<file path="config.mk">
export PLATFORM = sky130hd
export DESIGN_NAME = imu_fifo_frame_decoder
export DESIGN_NICKNAME = d
export VERILOG_FILES = /design/src/sv/imu_ffd_pkg.sv /design/src/sv/imu_ffd_decode.sv /design/src/sv/imu_fifo_frame_decoder.sv
export SDC_FILE = /design/constraint.sdc
export NUM_CORES = 1
export LEC_CHECK = 0
export BUFFER_PORTS_ARGS = -buffer_cell sky130_fd_sc_hd__buf_2
export CAP_MARGIN = 25
export CORE_ASPECT_RATIO = 1.5
export CORE_MARGIN = 4
export CORE_UTILIZATION = 59
export DETAILED_ROUTE_END_ITERATION = 12
export PLACE_DENSITY = 0.8
export SETUP_SLACK_MARGIN = 0.1
export SYNTH_ARGS = -nofsm -noshare
export SYNTH_HDL_FRONTEND = slang
export SYNTH_SLANG_ARGS = --single-unit
</file>
<file path="constraint.sdc">
create_clock -name i_clk -period 6.7 [get_ports i_clk]
set_input_delay 1.005 -clock i_clk [delete_from_list [all_inputs] [get_ports i_clk]]
set_output_delay 1.005 -clock i_clk [all_outputs]
set_load 0.02 [all_outputs]
</file>
<file path="src/sv/imu_ffd_pkg.sv">
package imu_ffd_pkg;

    localparam int RAW_W    = 16;
    localparam int SCALED_W = RAW_W + 3;
    localparam int OUT_W    = 20;
    localparam int FACTOR_W = 7;
    localparam int PROD_W   = SCALED_W + FACTOR_W;
    localparam int SHIFT    = 9;
    localparam int ACC_W    = SCALED_W + SHIFT + 1;
    localparam int IN_W     = 6 * RAW_W;
    localparam int OUT_DW   = 6 * OUT_W;

    localparam logic [RAW_W-1:0] OVERREAD_WORD    = 16'h8000;
    localparam logic [RAW_W-1:0] INV_ACCEL_X_WORD = 16'h7F01;
    localparam logic [RAW_W-1:0] INV_GYRO_X_WORD  = 16'h7F02;
    localparam logic [RAW_W-1:0] INV_YZ_WORD      = 16'h8000;

    typedef enum logic [1:0] {
        CFG_ACCEL_RANGE  = 2'd0,
        CFG_GYRO_RANGE   = 2'd1,
        CFG_CROSS_FACTOR = 2'd2
    } t_cfg_idx;

    typedef struct packed {
        logic [1:0]                 accel_range_sel;
        logic [1:0]                 gyro_range_sel;
        logic signed [FACTOR_W-1:0] cross_axis_factor;
    } t_cfg;

    // frame_skipped sits in the lowest bit
    typedef struct packed {
        logic gyro_fresh;
        logic accel_fresh;
        logic frame_skipped;
    } t_flags;

    // x sits in the lowest bits
    typedef struct packed {
        logic signed [OUT_W-1:0] z;
        logic signed [OUT_W-1:0] y;
        logic signed [OUT_W-1:0] x;
    } t_vec3;

    // Sign-extend a raw word and scale it by the range shift.
    function automatic logic signed [SCALED_W-1:0] scale_word(
        input logic [RAW_W-1:0] raw,
        input logic [1:0]       sel
    );
        logic signed [SCALED_W-1:0] ext;
        ext = SCALED_W'(signed'(raw));
        return ext <<< sel;
    endfunction

endpackage

</file>
<file path="src/sv/imu_ffd_decode.sv">
module imu_ffd_decode (
    input  logic [imu_ffd_pkg::IN_W-1:0] i_frame,
    input  imu_ffd_pkg::t_cfg            i_cfg,
    input  imu_ffd_pkg::t_vec3           i_held_accel,
    input  imu_ffd_pkg::t_vec3           i_held_gyro,
    output imu_ffd_pkg::t_flags          o_flags,
    output imu_ffd_pkg::t_vec3           o_accel,
    output imu_ffd_pkg::t_vec3           o_gyro
);

    localparam int RW = imu_ffd_pkg::RAW_W;
    localparam int SW = imu_ffd_pkg::SCALED_W;
    localparam int OW = imu_ffd_pkg::OUT_W;
    localparam int PW = imu_ffd_pkg::PROD_W;
    localparam int AW = imu_ffd_pkg::ACC_W;
    localparam int SH = imu_ffd_pkg::SHIFT;

    logic [RW-1:0] w_gx, w_gy, w_gz, w_ax, w_ay, w_az;
    logic          w_skip, w_accel_ok, w_gyro_ok;
    logic signed [SW-1:0] w_axs, w_ays, w_azs, w_gxs, w_gys, w_gzs;
    logic signed [OW-1:0] w_ay_ext, w_gy_ext;
    logic signed [PW-1:0] w_prod;
    logic signed [AW-1:0] w_acc;

    assign w_gx = i_frame[0*RW +: RW];
    assign w_gy = i_frame[1*RW +: RW];
    assign w_gz = i_frame[2*RW +: RW];
    assign w_ax = i_frame[3*RW +: RW];
    assign w_ay = i_frame[4*RW +: RW];
    assign w_az = i_frame[5*RW +: RW];

    assign w_skip     = (w_gx == imu_ffd_pkg::OVERREAD_WORD);
    assign w_accel_ok = !((w_ax == imu_ffd_pkg::INV_ACCEL_X_WORD) &&
                          (w_ay == imu_ffd_pkg::INV_YZ_WORD) &&
                          (w_az == imu_ffd_pkg::INV_YZ_WORD));
    assign w_gyro_ok  = !((w_gx == imu_ffd_pkg::INV_GYRO_X_WORD) &&
                          (w_gy == imu_ffd_pkg::INV_YZ_WORD) &&
                          (w_gz == imu_ffd_pkg::INV_YZ_WORD));

    assign w_axs = imu_ffd_pkg::scale_word(w_ax, i_cfg.accel_range_sel);
    assign w_ays = imu_ffd_pkg::scale_word(w_ay, i_cfg.accel_range_sel);
    assign w_azs = imu_ffd_pkg::scale_word(w_az, i_cfg.accel_range_sel);
    assign w_gxs = imu_ffd_pkg::scale_word(w_gx, i_cfg.gyro_range_sel);
    assign w_gys = imu_ffd_pkg::scale_word(w_gy, i_cfg.gyro_range_sel);
    assign w_gzs = imu_ffd_pkg::scale_word(w_gz, i_cfg.gyro_range_sel);

    // widen before negating so that full-scale negative stays in range
    assign w_ay_ext = OW'(w_ays);
    assign w_gy_ext = OW'(w_gys);

    // x*512 - z*factor, then floor by arithmetic shift
    assign w_prod = PW'(w_gzs) * PW'(i_cfg.cross_axis_factor);
    assign w_acc  = (AW'(w_gxs) <<< SH) - AW'(w_prod);

    always_comb begin
        o_flags.frame_skipped = w_skip;
        o_flags.accel_fresh   = !w_skip && w_accel_ok;
        o_flags.gyro_fresh    = !w_skip && w_gyro_ok;

        o_accel = i_held_accel;
        if (o_flags.accel_fresh) begin
            o_accel.x = -w_ay_ext;
            o_accel.y = OW'(w_axs);
            o_accel.z = OW'(w_azs);
        end

        o_gyro = i_held_gyro;
        if (o_flags.gyro_fresh) begin
            o_gyro.x = -w_gy_ext;
            o_gyro.y = w_acc[AW-1:SH];
            o_gyro.z = OW'(w_gzs);
        end
    end

endmodule

</file>
<file path="src/sv/imu_fifo_frame_decoder.sv">
// Decodes one 12-byte inertial sensor FIFO frame per transfer: six raw
// 16-bit words (gyro x/y/z, accel x/y/z) in, held and remapped accel and
// gyro vectors out, with flags saying whether the frame was an overread
// (skipped) and which sections were fresh. Invalid sections and skipped
// frames leave the held values as they were; reset clears them to zero.
// Accel is in units of 1/16384 g, gyro in 250/32768 dps, each scaled by
// its range select; gyro y out is the cross-axis corrected raw x.
// Throughput is one frame per clock unless the output stalls; the input
// register and the result register lie between the input transfer and the
// result, around the single 19x7 cross-axis multiply. The result
// register doubles as the held store, so a stalled result only blocks the
// input once the input register is also full. Write the configuration
// registers only while no frame is in flight; o_cfg_ready is always high.
module imu_fifo_frame_decoder (
    input  logic                              i_clk,
    input  logic                              i_rst_n,
    // configuration write channel
    input  logic                              i_cfg_valid,
    output logic                              o_cfg_ready,
    input  logic [1:0]                        i_cfg_index,
    input  logic [imu_ffd_pkg::FACTOR_W-1:0]  i_cfg_data,
    // frame in
    input  logic                              s_axis_tvalid,
    output logic                              s_axis_tready,
    // gyro_x_raw, gyro_y_raw, gyro_z_raw, accel_x_raw, accel_y_raw,
    // accel_z_raw (16 bits each, lowest first)
    input  logic [imu_ffd_pkg::IN_W-1:0]      s_axis_tdata,
    // decoded result out
    output logic                              m_axis_tvalid,
    input  logic                              m_axis_tready,
    // accel_out_x, accel_out_y, accel_out_z, gyro_out_x, gyro_out_y,
    // gyro_out_z (20 bits signed each, lowest first)
    output logic [imu_ffd_pkg::OUT_DW-1:0]    m_axis_tdata,
    // frame_skipped, accel_fresh, gyro_fresh (lowest first)
    output logic [2:0]                        m_axis_tuser
);

    imu_ffd_pkg::t_cfg   r_cfg;
    logic                r_in_valid;
    logic [imu_ffd_pkg::IN_W-1:0] r_in_data;
    logic                r_out_valid;
    imu_ffd_pkg::t_flags r_flags;
    imu_ffd_pkg::t_vec3  r_accel;
    imu_ffd_pkg::t_vec3  r_gyro;

    imu_ffd_pkg::t_flags n_flags;
    imu_ffd_pkg::t_vec3  n_accel;
    imu_ffd_pkg::t_vec3  n_gyro;

    logic w_advance;
    logic w_in_xfer;

    // Advance the result register when it is empty or being drained.
    assign w_advance     = !r_out_valid || m_axis_tready;
    assign s_axis_tready = !r_in_valid || w_advance;
    assign w_in_xfer     = s_axis_tvalid && s_axis_tready;
    assign o_cfg_ready   = 1'b1;

    imu_ffd_decode u_decode (
        .i_frame      (r_in_data),
        .i_cfg        (r_cfg),
        .i_held_accel (r_accel),
        .i_held_gyro  (r_gyro),
        .o_flags      (n_flags),
        .o_accel      (n_accel),
        .o_gyro       (n_gyro)
    );

    // Configuration registers; drop data bits above each register's width.
    always_ff @(posedge i_clk) begin
        if (!i_rst_n) begin
            r_cfg.accel_range_sel   <= 2'd3;
            r_cfg.gyro_range_sel    <= 2'd3;
            r_cfg.cross_axis_factor <= '0;
        end else if (i_cfg_valid) begin
            case (imu_ffd_pkg::t_cfg_idx'(i_cfg_index))
                imu_ffd_pkg::CFG_ACCEL_RANGE: begin
                    r_cfg.accel_range_sel <= i_cfg_data[1:0];
                end
                imu_ffd_pkg::CFG_GYRO_RANGE: begin
                    r_cfg.gyro_range_sel <= i_cfg_data[1:0];
                end
                imu_ffd_pkg::CFG_CROSS_FACTOR: begin
                    r_cfg.cross_axis_factor <= i_cfg_data;
                end
                default: begin
                end
            endcase
        end
    end

    // Input register payload: hold until the next transfer.
    always_ff @(posedge i_clk) begin
        if (w_in_xfer) begin
            r_in_data <= s_axis_tdata;
        end
    end

    // Pipeline control and the held stores, which are the result register.
    always_ff @(posedge i_clk) begin
        if (!i_rst_n) begin
            r_in_valid  <= 1'b0;
            r_out_valid <= 1'b0;
            r_flags     <= '0;
            r_accel     <= '0;
            r_gyro      <= '0;
        end else begin
            if (s_axis_tready) begin
                r_in_valid <= s_axis_tvalid;
            end
            if (w_advance) begin
                r_out_valid <= r_in_valid;
                if (r_in_valid) begin
                    r_flags <= n_flags;
                    r_accel <= n_accel;
                    r_gyro  <= n_gyro;
                end
            end
        end
    end

    assign m_axis_tvalid = r_out_valid;
    assign m_axis_tdata  = {r_gyro, r_accel};
    assign m_axis_tuser  = r_flags;

endmodule

</file>
======== Yosys cells after proc, flatten, opt, wreduce, memory -nomap -nowiden ========
Index checks and enable logic that the tools add are counted.
storage, ports and cells
  flip-flop bits (word level) ............. 229
  latch bits .............................. 0
  RAM bits ................................ 0
  memory bits (read-only) ................. 0
  input port bits ......................... 110
  output and inout port bits .............. 126
  word-level logic and storage cells ...... 55
  memories kept ........................... 0
operators by class
  add/sub/neg operators ................... 3
  multipliers ............................. 1
  divide/modulo/power cells ............... 0
  $lt $le $gt $ge ......................... 0
  equal/unequal tests ..................... 9
  shift operators ......................... 6
  multiplexer cells ....................... 0
  bitwise gates (word level) .............. 0
  reduce and logical (&&, ||, !) cells .... 21
operator list
  operator                                                           count
  16-bit by 2-bit <<< shifter with 19-bit output                     6
  16-bit == test, second input constant                              5
  19-bit negator with 20-bit output                                  2
  16-bit by 15-bit == test with 1-bit output, second input constant  2
  28-bit by 26-bit subtractor with 29-bit output                     1
  19-bit by 7-bit multiplier with 26-bit output                      1
  2-bit AND reduction                                                4
  1-bit logical AND                                                  7
  3-bit AND reduction                                                2
  1-bit zero test                                                    5
  2-bit by 1-bit == test with 1-bit output, second input constant    1
  2-bit == test, second input constant                               1
  2-bit zero test                                                    1
  1-bit logical OR                                                   2

======== Depth between registers and ports, before layout ========
Gate-level depths: netlist of the first run.
  depth in word-level cells ............... 6
  mapped depth ............................ 25
  depth with buffers taken out ............ 20

======== Modules after synthesis ========
From an unflattened synthesis of the first run, not the netlist that was laid out.
unflattened totals
  cell total of the unflattened synthesis .. 2035
  area total of the unflattened synthesis .. 18474.0 um2
modules (own cells, without submodules)
  module                  times used  cells an instance  area an instance (um2)  sequential area each (um2)
  imu_ffd_decode          1           1348               10187.3                 0.0
  imu_fifo_frame_decoder  1           687                8286.7                  5605.4

======== Worst setup path before layout of the first run ========
Ideal clock, no wire load.
  kind .................................... register to register
  start point ............................. reg r_cfg[7] (netlist bit)
  end point ............................... reg r_gyro (netlist bit m_axis_tdata[97])
  library setup time ...................... 0.063 ns
  arrival time ............................ 6.019 ns
  data required time ...................... 6.637 ns
  slack ................................... 0.618 ns
  stages on the path, launching flop included .. 22
  path buffers ............................ 4
  clock period less this slack ............ 6.082 ns
  cells stage by stage .................... dfxtp_1 -> buf_6 -> buf_2 -> buf_2 -> buf_2 -> mux4_2 -> and2_1 -> fa_1 -> fa_1 -> inv_1 -> fa_1 -> inv_1 -> fa_1 -> inv_1 -> ha_1 -> a21oi_1 -> o21ai_0 -> o311a_4 -> o32ai_4 -> nor2_2 -> or4_1 -> nand3_1
between the ends
  longest elaborated chain between the ends .. 3
  elaborated cells on any way between the ends .. 4
  classes of those cells .................. 1 x add/sub; 1 x mul; 2 x shift
ends and longest elaborated chain
  what                                                RTL line                       RTL
  from (decl)                                         imu_fifo_frame_decoder.sv:38   imu_ffd_pkg::t_cfg r_cfg;
  16-bit by 2-bit <<< shifter with 19-bit output      imu_ffd_pkg.sv:51              return ext <<< sel;
  19-bit by 7-bit multiplier with 26-bit output       imu_ffd_decode.sv:52           assign w_prod = PW'(w_gzs) * PW'(i_cfg.cross_axis_factor);
  28-bit by 26-bit subtractor with 29-bit output (*)  imu_ffd_decode.sv:53           assign w_acc = (AW'(w_gxs) <<< SH) - AW'(w_prod);
  to (signal assigned)                                imu_fifo_frame_decoder.sv:116  r_gyro <= n_gyro;
  to (decl)                                           imu_fifo_frame_decoder.sv:44   imu_ffd_pkg::t_vec3 r_gyro;
Every way passes the cells marked *; elsewhere a longest branch is shown, timed or not.
A chain may end at the register's enable or synchronous reset.

======== Worst setup path in the final report of the first run ========
  start point ............................. reg r_cfg[7] (netlist bit)
  end point ............................... reg r_gyro (netlist bit m_axis_tdata[98])
The elaborated chain is that of the path after synthesis.

==> run_results.csv, run 1 <==
group,metric,value,unit
job,maxCapViolCount,0,
setup_path,rr_endpoint,"m_axis_tdata[98]",
routing,drc,0,
power,switching_share,35.3,%
synth,ys_seq_area_share,33.4,%
power,max-vdd-ir-drop,0.240,mV
synth,syn-num-nets,2000,
cts,clock_path_buffers,3,
finish,mostFrequentLayoutCells,"buf_2 (234), nand2_1 (200), inv_1 (193)",
cts,htree_levels,1,
synth,mappedNetlistArea,0.0166,sq mm
routing,postRouteAntennaNets,0,
setup_path,end_kind,"register",
power,p_switching,1.53,mW
cts,cts_buffers,23,
cts,path_clk_slew,0.06,ns
finish,nets,2184,
sta,fmax,161,MHz
synth,yosys.area_share.adder,20.0,%
sta,min_period,6.19,ns
die,io_pins,236,
cts,cts_tree,"built",
routing,first_iter_violations,669,
cts,cts.sinks,229,
power,p_comb_share,33.7,%
synth,synth_cells,1700,
routing,routed_via_density,5.82,
synth,synth_seq_cells,229,
synth,synth_compound_area_share,7.94,%
finish,final_common_cell,"buf_2",
power,power_frac_seq,38.0,%
synth,synth_top_family_by_area,"adder cells",
placement,dp_hpwl,34.3,mm
synth,ys_types,76,
synth,yosys.area_share.simple,16.4,%
synth,ys.warnings.count,0,
setup_path,critPathLaunchType,"register",
cts,clock_latency,0.52,ns
routing,first_pass_iters,6,
sta,setup_viol,0,
min_path,hold_path.class,"register to register",
power,clkPwrFrac,28.3,%
grt,grt_pass1_wl,68.6,mm
sta,fin_tns_setup,0,ns
routing,totalWireLength,43.6,mm
setup_path,cp_max_fo,25,
setup_path,reg2reg_slack,0.51,ns
placement,gp_congestion,0.922,
power,power_leakage,8.25,nW
setup_path,critPathKind,"register to register",
min_path,hold_end,"m_axis_tdata[65]",
finish,drive_gt1_share,19.4,%
min_path,hold_depth,2,
setup_path,reg2reg_depth,18,
cts,clk_root_buffer_cell,"clkbuf_16",
die,row_count,74,
setup_path,cp.arrival,6.56,ns
die,die_x,145,um
grt,gr-total-overflow,0,
sta,fin_skew,0.00786,ns
min_path,worstHoldStart,"m_axis_tdata[65]",
synth,synthArstFlopShare,0,%
synth,synth_area_leader_cell,"edfxtp_1",
sta,slew_viol_final,0,
grt,grt_max_degree,65,
die,core_area,0.0275,sq mm
die,die_area,0.0309,sq mm
finish,post-route-util,68.1,%
grt,track_usage,27.5,%
routing,via_count,13100,
setup_path,worstReg2RegStart,"r_cfg[7]",
synth,synth_top_area_share,17.4,%
power,p_per_area,232,mW/mm^2
synth,synthXorXnorAreaFrac,2.69,%
routing,wl_per_cell,19.4,um
die,die_h,213,um
synth,synth_edf_count,96,
placement,port_buffers,234,
synth,syn_area_per_cell,9.76,sq um
grt,grt_pass1_vias,13500,
sta,rsz0062_at_grt,"false",
finish,syn_to_final_growth,12.8,%
sta,worst_pin_slew,1.02,ns
synth,synth-main-ff-cell,"dfxtp_1",
die,initial_core_util,60.4,%
sta,final_hold_viol_count,0,
power,p_int,2.81,mW
sta,period_share,92.4,%
synth,post_synth_main_area_contributors,"edfxtp_1 (17%), dfxtp_1 (16%), fa_1 (15%), mux2i_1 (6.3%), ha_1 (4.8%)",
grt,antenna_found_initial,10,
status,status,"finished, final reports clean",
setup_path,crit_required,7.06,ns
synth,muxShareOfSynthArea,12.8,%
sta,maxSlewHeadroom,31.6,%
-- power by group through the flow --
| stage | Sequential, mW | Clock [mW] | Combinational, mW |
|---|---|---|---|
| 2_1_floorplan | 1.72 | 0 | 0.999 |
| 4_1_cts | 1.65 | 1.26 | 1.46 |
| 5_1_grt | 1.66 | 1.31 | 1.61 |
| 6_report | 1.65 | 1.23 | 1.47 |
| 3_5_place_dp | 1.68 | 0 | 1.45 |
| 3_3_place_gp | 1.68 | 0 | 1.42 |
-- worst max-delay path, stage by stage (launching register included) --
cell and delay [ns]:
dfxtp_2 0.70, buf_4 0.41, nor2b_1 0.09, a211oi_1 0.21, a21oi_1 0.20, and2_1 0.28
fa_1 0.48, inv_1 0.05, fa_1 0.44, fa_1 0.49, fa_1 0.39, ha_1 0.39
a21oi_1 0.30, a21oi_1 0.11, a2111o_1 0.46, a21oi_1 0.54, a21oi_1 0.16, xnor2_1 0.20
a21oi_1 0.09
-- metal layers --
layer  up-vias  GRT usage [%]  part of all wire (%)
met5         -              0                 0.092
met4         8           14.5                   5.6
met3       131           6.36                   7.3
met2       484           50.9                    52
met1      6335           29.5                    36
li1       6140              -                     -
-- timing repair --
item / 4_1_cts / 5_1_grt
endpoints found under the setup margin: 0 / 1
setup buffers: 0 / 0
resized for setup: 0 / 1
hold buffers: 0 / 0
-- how the worst max path moves through the flow --
stage / slack (ns) / end / cells past startpoint / start
6_report: 0.51 / m_axis_tdata[98] / 18 / r_cfg[7]
3_3_place_gp: 0.77 / m_axis_tdata[98] / 20 / r_cfg[8]
4_1_cts: 0.54 / m_axis_tdata[98] / 17 / r_cfg[8]
5_1_grt: 0.19 / m_axis_tdata[98] / 18 / r_cfg[7]
2_1_floorplan: 0.62 / m_axis_tdata[97] / 21 / r_cfg[7]
3_5_place_dp: 0.57 / m_axis_tdata[98] / 18 / r_cfg[7]
-- metrics by stage --
stage                     hold slack [ns]  area (sq um)  power, mW  std cells  setup WS [ns]
final                               0.450         18700       4.35       2249          0.507
after global routing                0.466         18700       4.59       2243          0.186
after CTS                           0.449         18700       4.36       2240          0.543
after detailed placement            0.441         18000       3.13       2199          0.567
after global placement              0.437         17900       3.10       2198          0.775
after floorplan                     0.496         16600       2.72       1700          0.618
-- area by class of cell --
| class | instances | area, sq um |
|---|---|---|
| repair buffers | 250 | 1340 |
| multi-input cells | 1185 | 9950 |
| flip-flops and latches | 229 | 5550 |
| diodes | 7 | 17.5 |
| inverters | 195 | 733 |
| well taps | 342 | 428 |
| fillers | 2091 | 8770 |
| clock buffers | 26 | 597 |
| clock inverters | 15 | 109 |
-- flip-flops by register name, summed over array words and instances, names as in the netlist --
register and cells:
r_in_data 96, m_axis_tvalid 1, m_axis_tdata 117, m_axis_tuser 3, r_in_valid 1, r_cfg 11
-- cell families after synthesis --
family | Yosys count
and+or+nand+nor | 562
DFF | 229
other | 1
AOI/OAI and AO/OA | 214
adders and majority gates | 190
xor gates and xnor gates | 51
buffers and inverters | 286
muxes | 167
-- Yosys cell counts, drive strengths merged (4+ instances only) --
cell type,number
a21o,5
and3,9
or2,5
inv,193
nor2b,15
nor4,27
nand2b,7
buf,30
a21oi,92
o21ai,56
nor4b,5
nand4,20
o21a,4
o21bai,5
clkbuf,61
ha,64
dfxtp,133
mux2i,104
nand3b,5
o22ai,4
xor2,23
xnor2,28
mux4,32
nor2,136
nand3,32
a211oi,11
and2,60
edfxtp,96
nand2,200
mux2,31
nor3,22
fa,126
nand4b,6
or3,5
No activity file was read; power rests on OpenSTA's default activity.
==> inputs of run 2 (changes only) <==
Settings changed: GPL_TIMING_DRIVEN set to 0.
==> run 2 against run 1 <==
Net effect: maximum frequency decreased by 1.3%; critical path depth is 1 higher; non-clock buffer count increased by 76; hold slack improved by 0.0035 ns; final cell count grew 3.5%; die area is the same; core utilization grew 1.2 points; global-route usage is 4.0 points higher.
==> run_results.csv, run 2 (synthesis gave the netlist of run 1 again) <==
group,metric,value,unit
status,status,"finished, final reports clean",
sta,slew_viol_final,0,
setup_path,crit_path_frequent_cell,"fa_1",
die,die_x,145,um
cts,clk_root_buffer_cell,"clkbuf_16",
routing,wl_per_cell,21.4,um
power,switching_share,35.7,%
setup_path,crit_required,7.16,ns
sta,rsz0062_at_grt,"false",
sta,min_period,6.28,ns
power,clkPwrFrac,29.0,%
finish,mostFrequentLayoutCells,"buf_2 (250), nand2_1 (200), inv_1 (193)",
cts,cts_setup_buffers,0,
routing,drc,0,
sta,fin_skew,0.0118,ns
cts,holdBufCountCts,0,
grt,grt_pass1_wl,76.0,mm
power,max-vdd-ir-drop,0.244,mV
cts,cts_buffers,23,
routing,via_count,13700,
cts,htree_levels,1,
min_path,hold_depth,2,
grt,grt_max_degree,52,
cts,cts.sinks,229,
finish,fin_cells,2327,
placement,place_area,0.0182,sq mm
routing,first_pass_iters,5,
finish,syn_to_final_growth,14.8,%
sta,setup_viol,0,
placement,gp_congestion,0.970,
power,p_comb_share,34.2,%
sta,worst_pin_slew,0.953,ns
job,maxCapViolCount,0,
cts,cts_resized,6,
finish,nets,2260,
die,die_h,213,um
setup_path,critPathKind,"register to register",
power,p_switching,1.59,mW
setup_path,crit_path_max_incr_delay,0.58,ns
die,initial_core_util,60.4,%
grt,track_usage,31.5,%
placement,dp_hpwl,39.8,mm
sta,fmax,159,MHz
power,power_leakage,8.36,nW
setup_path,end_kind,"register",
finish,largest_reg_flops,117,
die,row_count,74,
placement,port_buffers,234,
setup_path,cp_max_fo,10,
sta,fin_ws,0.422,ns
sta,hold-worst-slack,0.454,ns
routing,postRouteAntennaNets,0,
die,die_area,0.0309,sq mm
sta,final_hold_viol_count,0,
power,p_per_area,234,mW/mm^2
routing,routed_via_density,5.88,
setup_path,critPathLaunchType,"register",
min_path,hold_path.class,"register to register",
cts,clock_latency,0.53,ns
grt,gr-total-overflow,0,
routing,first_iter_violations,809,
power,power_frac_seq,36.8,%
die,io_pins,236,
setup_path,path_cells,"buf_2 > clkbuf_4 > clkbuf_4 > mux4_2 > and2_1 > fa_1 > inv_1 > fa_1 > fa_1 > fa_1 > ha_1 > clkbuf_1 > a21oi_1 > o211ai_1 > a41o_1 > o41ai_1 > or3_1 > or4_1 > nand4_1",
setup_path,reg2reg_depth,19,
setup_path,cp.arrival,6.73,ns
setup_path,cp_slowest_cell,"fa_1",
sta,period_share,93.7,%
finish,drive_gt1_share,19.4,%
sta,maxSlewHeadroom,36.5,%
cts,clock_path_buffers,3,
cts,path_clk_slew,0.06,ns
power,fin_total_pwr,4.45,mW
finish,fin_area,0.0191,sq mm
grt,antenna_found_initial,14,
die,core_area,0.0275,sq mm
finish,final_common_cell,"buf_2",
grt,grt_pass1_vias,14100,
placement,dpl.cell_count,2278,
power,p_int,2.87,mW
cts,cts_tree,"built",
routing,totalWireLength,49.8,mm
placement,dp_worst_setup_slack,-0.172,ns
## run 2: cell types whose count changed in the layout (fill, tap and decap cells not counted), moves of 4 or more
cell,delta
a21oi_1,-5
a21oi_2,+5
buf_2,+16
buf_4,-6
clkbuf_1,+61
clkinv_2,-5
clkinv_4,+4
dfxtp_1,+4
## run 2: layout make-up
type	count	area, sq um
Antenna cell	9	22.5
Buffer	89	398
Clock buffer	31	647
Clock inverter	10	97.6
Fill cell	2155	8440
Inverter	195	732
Multi-Input combinational cell	1185	9970
Sequential cell	229	5550
Tap cell	342	428
Timing Repair Buffer	237	1220
## run 2: through the flow
stage | setup TNS (ns) | util (%)
after floorplan | 0 | -
after global placement | -0.755 | 66.2
after detailed placement | -0.807 | 66.3
after CTS | 0 | 69.1
after global routing | 0 | 69.2
final | 0 | 69.3
## run 2: worst paths after layout
check | from | to | slack [ns]
worst max-delay path | r_cfg[8] | m_axis_tdata[95] | 0.42
worst max register to register | r_cfg[8] | m_axis_tdata[95] | 0.42
worst min-delay path | m_axis_tdata[73] | m_axis_tdata[73] | 0.45
worst min register to register | m_axis_tdata[73] | m_axis_tdata[73] | 0.45
## run 2: layer usage
| layer | share of wire, % | track usage (%) |
|---|---|---|
| met1 | 34 | 32.7 |
| met2 | 53 | 59.7 |
| met3 | 7.1 | 6.03 |
| met4 | 6.2 | 17.9 |
| met5 | 0.16 | 0 |
## run 2: worst max-delay path, delay by kind of cell, from the launching register on
kind            cells  cell delay (ns)
compound gates      4             0.73
buf+inv             5             1.19
simple gates        4             1.08
fa+ha+maj           5             2.34
mux                 1             0.44
flops               1             0.43
## run 2: power by group through the flow
stage	registers (mW)	logic [mW]	clock network, mW
after floorplan	1.72	0.999	0
after global placement	1.67	1.46	0
after detailed placement	1.67	1.49	0
after CTS	1.64	1.50	1.30
after global routing	1.65	1.68	1.36
final	1.64	1.52	1.29
